--- config.mk ---
export PLATFORM = sky130hd
export DESIGN_NAME = flight_safety_supervisor_fsm_core
export DESIGN_NICKNAME = d
export VERILOG_FILES = /design/src/rtl/fss_pkg.sv /design/src/rtl/fss_next_state.sv /design/src/rtl/flight_safety_supervisor_fsm_core.sv
export SDC_FILE = /design/constraint.sdc
export NUM_CORES = 1
export LEC_CHECK = 0
export BUFFER_PORTS_ARGS = -buffer_cell sky130_fd_sc_hd__buf_2
export CORE_MARGIN = 3
export CORE_UTILIZATION = 31
export CTS_BUF_LIST = sky130_fd_sc_hd__clkbuf_4
export CTS_CLUSTER_SIZE = 30
export DETAILED_ROUTE_END_ITERATION = 12
export PLACE_DENSITY = 0.5
export SLEW_MARGIN = 20
export SYNTH_ARGS = -nofsm -noshare
export SYNTH_HDL_FRONTEND = slang
export SYNTH_SLANG_ARGS = --single-unit
--- constraint.sdc ---
create_clock -name clk -period 3.9 [get_ports clk]
set_input_delay 0 -clock clk [delete_from_list [all_inputs] [get_ports clk]]
set_output_delay 0 -clock clk [all_outputs]
set_load 0.005 [all_outputs]
--- src/rtl/fss_pkg.sv ---
// ----------------------------------------------------------------------------
// fss_pkg: flight safety supervisor shared definitions
// State codes, the condition vector layout and the width constants used by
// the supervisor core and its transition logic.
// ----------------------------------------------------------------------------
package fss_pkg;

	localparam int unsigned CondWidth  = 8;
	localparam int unsigned StateWidth = 4;
	localparam int unsigned DataWidth  = 8;

	typedef logic [StateWidth-1:0] state_t;

	// supervisor state codes
	localparam state_t ST_NOT_INIT       = 4'd0;
	localparam state_t ST_PRE_NOT_PASSED = 4'd1;
	localparam state_t ST_PRE_PASSED     = 4'd2;
	localparam state_t ST_READY          = 4'd3;
	localparam state_t ST_FLYING         = 4'd4;
	localparam state_t ST_LANDED         = 4'd5;
	localparam state_t ST_RESET          = 4'd6;
	localparam state_t ST_WARN_LEVEL_OUT = 4'd7;
	localparam state_t ST_FREE_FALL      = 4'd8;
	localparam state_t ST_LOCKED         = 4'd9;
	localparam state_t ST_CRASHED        = 4'd10;

	// condition vector, bit 0 (armed) in the lowest position
	typedef struct packed {
		logic land_timeout;
		logic crashed;
		logic estop;
		logic wdt_timeout;
		logic wdt_warning;
		logic tumbled;
		logic flying;
		logic armed;
	} cond_t;

endpackage

--- src/rtl/fss_next_state.sv ---
// ----------------------------------------------------------------------------
// fss_next_state: supervisor transition logic
// Priority-ordered rules per state; the first rule that fires picks the next
// state, otherwise the current state is kept.
// ----------------------------------------------------------------------------
module fss_next_state (
	input  fss_pkg::state_t state,
	input  fss_pkg::cond_t  cond,
	input  logic            tumble_check_enable,
	output fss_pkg::state_t next_state
);

	logic tumble;

	// tumble only counts while checking is enabled
	assign tumble = cond.tumbled & tumble_check_enable;

	// transition rules, highest priority first
	always_comb begin
		next_state = state;
		unique case (state)
			fss_pkg::ST_NOT_INIT: begin
				next_state = fss_pkg::ST_PRE_NOT_PASSED;
			end
			fss_pkg::ST_PRE_NOT_PASSED: begin
				if (cond.estop)
					next_state = fss_pkg::ST_FREE_FALL;
				else if (!tumble)
					next_state = fss_pkg::ST_PRE_PASSED;
			end
			fss_pkg::ST_PRE_PASSED: begin
				if (cond.estop)
					next_state = fss_pkg::ST_FREE_FALL;
				else if (tumble)
					next_state = fss_pkg::ST_PRE_NOT_PASSED;
				else if (cond.armed)
					next_state = fss_pkg::ST_READY;
			end
			fss_pkg::ST_READY: begin
				if (cond.estop)
					next_state = fss_pkg::ST_FREE_FALL;
				else if (tumble || !cond.armed)
					next_state = fss_pkg::ST_PRE_NOT_PASSED;
				else if (cond.flying)
					next_state = fss_pkg::ST_FLYING;
			end
			fss_pkg::ST_FLYING: begin
				if (cond.wdt_timeout || cond.estop || !cond.armed)
					next_state = fss_pkg::ST_FREE_FALL;
				else if (tumble)
					next_state = fss_pkg::ST_CRASHED;
				else if (cond.wdt_warning)
					next_state = fss_pkg::ST_WARN_LEVEL_OUT;
				else if (!cond.flying)
					next_state = fss_pkg::ST_LANDED;
			end
			fss_pkg::ST_LANDED: begin
				if (cond.land_timeout)
					next_state = fss_pkg::ST_RESET;
				else if (cond.flying)
					next_state = fss_pkg::ST_FLYING;
			end
			fss_pkg::ST_RESET: begin
				next_state = fss_pkg::ST_PRE_NOT_PASSED;
			end
			fss_pkg::ST_WARN_LEVEL_OUT: begin
				if (cond.wdt_timeout || tumble || cond.estop || !cond.armed)
					next_state = fss_pkg::ST_FREE_FALL;
				else if (!cond.wdt_warning)
					next_state = fss_pkg::ST_FLYING;
			end
			fss_pkg::ST_FREE_FALL: begin
				next_state = fss_pkg::ST_LOCKED;
			end
			fss_pkg::ST_LOCKED: begin
				next_state = state;
			end
			fss_pkg::ST_CRASHED: begin
				// raw tumbled bit here, regardless of the enable
				if (!cond.crashed && !cond.tumbled)
					next_state = fss_pkg::ST_PRE_NOT_PASSED;
				else if (cond.estop)
					next_state = fss_pkg::ST_LOCKED;
			end
			default: begin
				next_state = state;
			end
		endcase
	end

endmodule

--- src/rtl/flight_safety_supervisor_fsm_core.sv ---
// ----------------------------------------------------------------------------
// flight_safety_supervisor_fsm_core: flight safety supervisor
// Takes one condition vector per transfer and returns the next supervisor
// state together with a flag that marks a change of state.
// ----------------------------------------------------------------------------
// A result is offered once its input has passed the input register, then
// the result register; a stall on the result stream holds both.
// Throughput: one item per cycle while the result stream is not stalled;
// the state register feeds back through the transition logic.
// Reset: state goes to not initialized, tumble checking enabled, both
// stages empty.
module flight_safety_supervisor_fsm_core (
	input  logic clk,
	input  logic arst_n,
	// configuration
	input  logic cfg_wr_en,
	input  logic cfg_wr_data,
	// input stream
	input  logic s_tvalid,
	output logic s_tready,
	input  logic [fss_pkg::DataWidth-1:0] s_tdata,  // [7:0] condition_bits
	// result stream
	output logic m_tvalid,
	input  logic m_tready,
	output logic [fss_pkg::DataWidth-1:0] m_tdata   // [3:0] next_state, [4] state_changed
);

	logic            tumble_en_q;
	fss_pkg::state_t state_q;

	logic            valid_s1;
	fss_pkg::cond_t  cond_s1;

	logic            out_valid_q;
	fss_pkg::state_t out_state_q;
	logic            out_changed_q;

	fss_pkg::state_t next_state;
	logic            advance;

	// configuration register
	always_ff @(posedge clk or negedge arst_n) begin
		if (!arst_n) begin
			tumble_en_q <= 1'b1;
		end else if (cfg_wr_en) begin
			tumble_en_q <= cfg_wr_data;
		end
	end

	// handshake: s1 moves on whenever the result register is free or drained
	assign advance  = valid_s1 && (!out_valid_q || m_tready);
	assign s_tready = !valid_s1 || advance;

	// input register
	always_ff @(posedge clk or negedge arst_n) begin
		if (!arst_n) begin
			valid_s1 <= 1'b0;
		end else if (s_tready) begin
			valid_s1 <= s_tvalid;
		end
	end

	always_ff @(posedge clk) begin
		if (s_tvalid && s_tready) begin
			cond_s1 <= fss_pkg::cond_t'(s_tdata);
		end
	end

	// transition logic
	fss_next_state u_next (
		.state               (state_q),
		.cond                (cond_s1),
		.tumble_check_enable (tumble_en_q),
		.next_state          (next_state)
	);

	// supervisor state and result valid
	always_ff @(posedge clk or negedge arst_n) begin
		if (!arst_n) begin
			state_q     <= fss_pkg::ST_NOT_INIT;
			out_valid_q <= 1'b0;
		end else begin
			if (advance) begin
				state_q <= next_state;
			end
			if (advance) begin
				out_valid_q <= 1'b1;
			end else if (m_tready) begin
				out_valid_q <= 1'b0;
			end
		end
	end

	// result payload
	always_ff @(posedge clk) begin
		if (advance) begin
			out_state_q   <= next_state;
			out_changed_q <= (next_state != state_q);
		end
	end

	assign m_tvalid = out_valid_q;
	assign m_tdata  = {{(fss_pkg::DataWidth - fss_pkg::StateWidth - 1){1'b0}},
		out_changed_q, out_state_q};

	// checks
	a_out_matches_state: assert property (@(posedge clk) disable iff (!arst_n)
		m_tvalid |-> (m_tdata[fss_pkg::StateWidth-1:0] == state_q))
		else $error("offered result differs from supervisor state");

	a_locked_absorbs: assert property (@(posedge clk) disable iff (!arst_n)
		(state_q == fss_pkg::ST_LOCKED) |=> (state_q == fss_pkg::ST_LOCKED))
		else $error("left locked state");

	a_free_fall_locks: assert property (@(posedge clk) disable iff (!arst_n)
		(advance && (state_q == fss_pkg::ST_FREE_FALL)) |=>
		(state_q == fss_pkg::ST_LOCKED))
		else $error("free fall not followed by locked");

	a_s1_held: assert property (@(posedge clk) disable iff (!arst_n)
		(valid_s1 && !advance) |=> (valid_s1 && $stable(cond_s1)))
		else $error("pending input overwritten");

	a_state_only_on_advance: assert property (@(posedge clk) disable iff (!arst_n)
		!advance |=> $stable(state_q))
		else $error("state moved without a transfer");

endmodule
* After elaboration in Yosys (flattened, before gate mapping)
Index checks and enable logic that the tools add are counted.
** Word-level totals
- Word-level logic and storage cells :: 64
- Input port bits :: 14
- Register bits after elaboration :: 20
- Output and inout bits :: 10
** Cells by class
- Bitwise operators :: 1
- Equal/unequal tests :: 10
- Muxes and demuxes :: 20
- Reductions and logical operators :: 19
** Operators with widths (number)
- two-way mux 4 bit :: 17
- one-hot mux 4 bit (9 select lines) :: 1
- equality test 4 x 3 -> 1 bit (second input constant) :: 4
- equality test 4 x 2 -> 1 bit (second input constant) :: 2
- equality test 4 bit (second input constant) :: 2
- logical OR 1 bit :: 8
- logical NOT 1 bit :: 5
- equality test 4 x 1 -> 1 bit (second input constant) :: 1
- logical NOT 4 bit :: 1
- != test 4 bit :: 1
- logical AND 1 bit :: 3
- two-way mux 1 bit :: 2
- nonzero test 2 bit :: 1
- OR reduction 2 bit :: 1
- AND 1 bit :: 1

* Logic depth before layout (Yosys ltp)
- Word-level depth :: 7
- Gate-level depth with buffers :: 6
- Mapped depth without buffers :: 5

* Cells and area by module
Synthesis repeated with hierarchy kept, for this count alone.
** Unflattened totals
- Cells, all modules :: 104
- Area total of the unflattened synthesis :: 1128.6 um2
** By module, submodules not included
- flight_safety_supervisor_fsm_core :: cells an instance 42, times used 1, area an instance 769.5 um2, seq. area each 566.8 um2
- fss_next_state :: cells an instance 62, times used 1, area an instance 359.1 um2, seq. area each 0.0 um2

* Worst setup path before layout
No wires, ideal clock.
- Path type :: reg2reg
- Start point :: register cond_s1[5] (netlist bit)
- End point :: register out_changed_q, data pin
- Buffers on the path :: 1
- Library setup time :: 0.267 ns
- Period minus slack after synthesis :: 2.092 ns
- Data required time :: 3.633 ns
- Data arrival time :: 1.824 ns
- Slack :: 1.808 ns
- Cell stages (with the launch flop) :: 7
- Path through :: edfxtp_1 > buf_6 > or3b_4 > or4_4 > and3_4 > a31oi_1 > o211ai_1
** Between the ends
- Cells in the longest elaborated chain, start to end :: 5
- Elaborated cells between the ends (all ways) :: 13
- Those cells by class :: eq/ne: 1; mux: 8; reduce/logical: 4
** Ends and longest elaborated chain
- from (decl) :: line flight_safety_supervisor_fsm_core.sv:32 : fss_pkg::cond_t cond_s1;
- from (signal assigned) :: line flight_safety_supervisor_fsm_core.sv:65 : cond_s1 <= fss_pkg::cond_t'(s_tdata);
- logical OR 1 bit (on tied branches) (2 in a row) :: line fss_next_state.sv:67, fss_next_state.sv:48
- two-way mux 4 bit (on tied branches) :: line fss_next_state.sv:67, fss_next_state.sv:48
- one-hot mux 4 bit (9 select lines) (*) :: line fss_next_state.sv:21 : unique case (state)
- != test 4 bit (*) :: line flight_safety_supervisor_fsm_core.sv:98 : out_changed_q <= (next_state != state_q);
- to (signal assigned) :: line flight_safety_supervisor_fsm_core.sv:98
- to (decl) :: line flight_safety_supervisor_fsm_core.sv:36 : logic out_changed_q;
Mark *: on every way between the ends. The rest lies on a longest branch, timed or not.
A chain may end at the register's enable or synchronous reset.

* Worst setup path after layout
- Start point :: register state_q[0]
- End point :: register out_changed_q, data pin
** Between the ends
- Cells in the longest elaborated chain, start to end :: 6
- Elaborated cells between the ends (all ways) :: 30
- Those cells by class :: eq/ne: 10; mux: 18; reduce/logical: 2
** Ends and longest elaborated chain
- from (decl) :: line flight_safety_supervisor_fsm_core.sv:29 : fss_pkg::state_t state_q;
- from (signal assigned) :: line flight_safety_supervisor_fsm_core.sv:80 : state_q <= fss_pkg::ST_NOT_INIT;
- from (signal assigned) :: line flight_safety_supervisor_fsm_core.sv:84 : state_q <= next_state;
- two-way mux 4 bit :: line fss_next_state.sv:54 : else if (!cond.flying)
- two-way mux 4 bit :: line fss_next_state.sv:52 : else if (cond.wdt_warning)
- two-way mux 4 bit :: line fss_next_state.sv:50 : else if (tumble)
- two-way mux 4 bit :: line fss_next_state.sv:48 : if (cond.wdt_timeout || cond.estop || !cond.armed)
- one-hot mux 4 bit (9 select lines) :: line fss_next_state.sv:21
- != test 4 bit (*) :: line flight_safety_supervisor_fsm_core.sv:98
Marked as above.

==> impl_metrics.prom <==
# TYPE chip_impl_metric gauge
chip_impl_metric{name="ys_ff_latch",unit=""} 20
chip_impl_metric{name="globalRoute.totalOverflow",unit=""} 0
chip_impl_metric{name="post_cts_resized",unit=""} 0
chip_impl_metric{name="hold_ws",unit="ns"} 0.0497
chip_impl_info{name="main_combinational_cell_family_by_area_after_synthesis",value="simple AND/OR/NAND/NOR gates"} 1
chip_impl_metric{name="slew_headroom",unit="%"} 66.0
chip_impl_metric{name="final_layout_size_suffix_gt1_share",unit="%"} 20.4
chip_impl_metric{name="timing.final.hold_violations",unit=""} 0
chip_impl_metric{name="post_synth_fa_ha_maj_area_fraction",unit="%"} 0
chip_impl_metric{name="path_buf_inv",unit=""} 0
chip_impl_metric{name="fmax",unit="MHz"} 430
chip_impl_metric{name="drtAntennaViolNets",unit=""} 0
chip_impl_info{name="grt_setup_unrepaired",value="false"} 1
chip_impl_metric{name="fin_nets",unit=""} 167
chip_impl_metric{name="yosys-mux-area-fraction",unit="%"} 0.957
chip_impl_metric{name="min_period_over_period",unit="%"} 59.7
chip_impl_metric{name="syn-cell-area",unit="mm²"} 0.00118
chip_impl_metric{name="post_drt_via_cell_ratio",unit=""} 5.14
chip_impl_metric{name="utilization_after_layout",unit="%"} 41.4
chip_impl_metric{name="final_instance_area",unit="mm²"} 0.00145
chip_impl_metric{name="ir_worst_vdd",unit="V"} 0.000182
chip_impl_metric{name="transition_time_at_the_pin_with_the_least_slew_margin",unit="ns"} 0.510
chip_impl_metric{name="yosysUniqueCellTypes",unit=""} 45
chip_impl_metric{name="die_h",unit="µm"} 67.6
chip_impl_metric{name="final.min_clock_period",unit="ns"} 2.33
chip_impl_metric{name="timing.final.setup_violations",unit=""} 0
chip_impl_metric{name="timing.critical_path.slowest_cell_delay",unit="ns"} 0.72
chip_impl_metric{name="postCtsSetupBuffers",unit=""} 0
chip_impl_info{name="yosys.area.top_type",value="sky130_fd_sc_hd__edfxtp_1"} 1
chip_impl_info{name="setup.worst_path.start_class",value="flip-flop"} 1
chip_impl_info{name="critPathCaptureType",value="flip-flop"} 1
chip_impl_metric{name="crit_fanout",unit=""} 17
chip_impl_metric{name="grt_pass1_wl",unit="µm"} 4650
chip_impl_metric{name="detail_route.wl_per_cell",unit="µm"} 13.9
chip_impl_metric{name="areaGrowthSynthToFinish",unit="%"} 23.0
chip_impl_metric{name="die_area",unit="mm²"} 0.00457
chip_impl_metric{name="grt_usage",unit="%"} 13.6
chip_impl_metric{name="chipWidth",unit="µm"} 67.6
chip_impl_info{name="main_flop_type_after_synthesis",value="sky130_fd_sc_hd__edfxtp_1"} 1
chip_impl_metric{name="post-dp-hpwl",unit="µm"} 2000
chip_impl_metric{name="detail_route.first_pass.iterations",unit=""} 4
chip_impl_metric{name="power.static_leakage",unit="nW"} 0.562
chip_impl_metric{name="cts_made_buffers",unit=""} 3
chip_impl_metric{name="synth_warnings",unit=""} 0
chip_impl_info{name="crit_slowest_cell",value="sky130_fd_sc_hd__or4b_2"} 1
chip_impl_info{name="cts-root-buf",value="sky130_fd_sc_hd__clkbuf_4"} 1
chip_impl_metric{name="max-cap-violations",unit=""} 0
chip_impl_metric{name="synthArstFlopShare",unit="%"} 35.0
chip_impl_metric{name="route.vias.total",unit=""} 1018
chip_impl_metric{name="source_to_sink_clock_delay_at_the_later_pin_of_the_worst_skew_pair",unit="ns"} 0.30
chip_impl_metric{name="port-buffer-count",unit=""} 20
chip_impl_info{name="critical_path.cell_chain",value="or4b_2 > a211oi_1 > nor3_1 > a31oi_1 > o211ai_1"} 1
chip_impl_metric{name="wl",unit="µm"} 2750
chip_impl_metric{name="placement.setup.worst_slack",unit="ns"} 1.58
chip_impl_info{name="criticalPathCategory",value="flip-flop to flip-flop"} 1
chip_impl_metric{name="io_pins",unit=""} 24
chip_impl_metric{name="route.detailed.drc",unit=""} 0
chip_impl_info{name="synth_most_common_cell",value="sky130_fd_sc_hd__nand2_1"} 1
chip_impl_metric{name="totalNegativeSetupSlack",unit="ns"} 0
chip_impl_metric{name="register_area_share_after_synthesis",unit="%"} 48.2
chip_impl_metric{name="number_of_global_route_vias_before_repair",unit=""} 1022
chip_impl_metric{name="avgSynthCellArea",unit="µm²"} 9.64
chip_impl_info{name="cts_tree",value="done"} 1
chip_impl_metric{name="finalWeightedCongestion",unit=""} 0.844
chip_impl_metric{name="finalClockSkew",unit="ns"} 0.0111
chip_impl_metric{name="powerDensity",unit="mW/mm²"} 520
chip_impl_metric{name="yosys.area.top_type_share",unit="%"} 33.2
chip_impl_metric{name="drt_iter0_markers",unit=""} 64
chip_impl_metric{name="grt_start_max_net_pins",unit=""} 18
chip_impl_metric{name="cts_sinks",unit=""} 20
chip_impl_info{name="path_delay_family",value="simple AND/OR/NAND/NOR gates"} 1
chip_impl_info{name="worstHoldPathType",value="input port to async pin"} 1
chip_impl_metric{name="setup_slack",unit="ns"} 1.57
chip_impl_metric{name="number_of_antenna_violations_at_the_first_check_in_global_routing",unit=""} 0
chip_impl_metric{name="start_util",unit="%"} 33.7
chip_impl_metric{name="post_synth_xor_area_fraction",unit="%"} 0.745
chip_impl_info{name="post_synth_main_area_contributors",value="sky130_fd_sc_hd__edfxtp_1, sky130_fd_sc_hd__dfrtp_1, sky130_fd_sc_hd__o21ai_0, sky130_fd_sc_hd__nand2_1, sky130_fd_sc_hd__nor3_1"} 1
chip_impl_metric{name="number_of_flops_mapped_to_enable_cells_by_yosys",unit=""} 13
chip_impl_metric{name="report.final.slew_viol_count",unit=""} 0
chip_impl_metric{name="compound_gate_portion_of_the_synthesized_area",unit="%"} 20.9
chip_impl_metric{name="htree_num_levels",unit=""} 1
chip_impl_metric{name="coreArea",unit="mm²"} 0.00349
chip_impl_metric{name="worst-endpoint-arrival",unit="ns"} 2.39
chip_impl_info{name="most_common_library_cells_after_synthesis",value="sky130_fd_sc_hd__nand2_1, sky130_fd_sc_hd__edfxtp_1, sky130_fd_sc_hd__o21ai_0"} 1
chip_impl_metric{name="post_synth_and_or_nand_nor_area_fraction",unit="%"} 22.1
chip_impl_metric{name="required",unit="ns"} 3.96
chip_impl_metric{name="fp-row-count",unit=""} 21
chip_impl_metric{name="postSynthCellCount",unit=""} 122
chip_impl_metric{name="post_dp_area",unit="mm²"} 0.00128
chip_impl_metric{name="clk_path_buf_depth",unit=""} 2
chip_impl_info{name="run_status",value="completed"} 1
chip_impl_metric{name="n_antenna_cell",unit=""} 0
chip_impl_metric{name="clkSlewWorstSetupHoldPaths",unit="ns"} 0.12
flip-flops by register name (all words and copies together) (netlist names):
register,cells
out_changed_q,1
state_q,4
tumble_en_q,1
out_state_q,4
valid_s1,1
m_tvalid,1
cond_s1,8
power breakdown:
part	internal (mW)	switching, mW
sequential	0.280	0.0794
combinational	0.141	0.152
clock	0.0373	0.0628
cell usage in the layout (no fill, tap or decap), types with 2 or more instances in the layout:
cell type,Yosys,routed
sky130_fd_sc_hd__o21ai_0,12,12
sky130_fd_sc_hd__nand2b_1,4,4
sky130_fd_sc_hd__dlygate4sd3_1,0,14
sky130_fd_sc_hd__clkbuf_4,0,3
sky130_fd_sc_hd__nor3_1,6,6
sky130_fd_sc_hd__nor2b_1,2,2
sky130_fd_sc_hd__nand2_1,14,14
sky130_fd_sc_hd__nand3b_1,2,2
sky130_fd_sc_hd__buf_2,1,20
sky130_fd_sc_hd__nor3b_1,2,2
sky130_fd_sc_hd__and2_1,3,3
sky130_fd_sc_hd__o211ai_1,2,2
sky130_fd_sc_hd__a21oi_1,5,5
sky130_fd_sc_hd__o31a_1,2,2
sky130_fd_sc_hd__dfrtp_1,6,6
sky130_fd_sc_hd__edfxtp_1,13,13
sky130_fd_sc_hd__nor2_1,6,6
sky130_fd_sc_hd__inv_1,5,5
sky130_fd_sc_hd__a31oi_1,3,3
sky130_fd_sc_hd__conb_1,1,3
kinds of logic after synthesis:
kind of cell / count (synthesis)
simple gates: 47
mux: 1
flops: 20
compound gates: 37
buf+inv: 15
other cells: 1
xor+xnor: 1
stage by stage:
stage          cells  power [mW]
2_1_floorplan    124       0.573
3_3_place_gp     180       0.643
3_5_place_dp     180       0.642
4_1_cts          198       0.760
5_1_grt          198       0.824
6_report         198       0.753
layer usage:
layer	routed length, µm	global-route usage [%]	vias up
li1	-	-	498
met1	1160	16.2	464
met2	1390	23.7	48
met3	160	3.66	8
met4	44	4.30	0
met5	0	0	-
area by class of cell:
cell class,instances,area (µm²)
fillers,349,2050
flip-flops and latches,20,567
multi-input cells,89,537
repair buffers,34,240
well taps,46,57.6
clock buffers,3,22.5
inverters,5,18.8
clock inverters,1,3.75
worst paths after layout:
kind                                   startpoint                 endpoint  slack [ns]  cells after the start
setup reg to reg           state_q[0]$_DFFE_PN0P_  out_changed_q$_DFFE_PP_        1.57                      5
min in group clk                       s_tdata[2]     cond_s1[2]$_DFFE_PP_        0.41                      2
hold / removal                             arst_n     m_tvalid$_DFFE_PN0P_        0.05                      2
setup / recovery           state_q[0]$_DFFE_PN0P_  out_changed_q$_DFFE_PP_        1.57                      5
hold reg to reg              valid_s1$_DFFE_PN0N_     m_tvalid$_DFFE_PN0P_        0.49                      1
max in group asynchronous                  arst_n  tumble_en_q$_DFFE_PN1P_        3.60                      2
timing repair:
item	CTS	global route
setup endpoints to repair	0	0
hold endpoints to repair	18	0
hold buffers	14	0
Power figures use the tool's default switching activity.
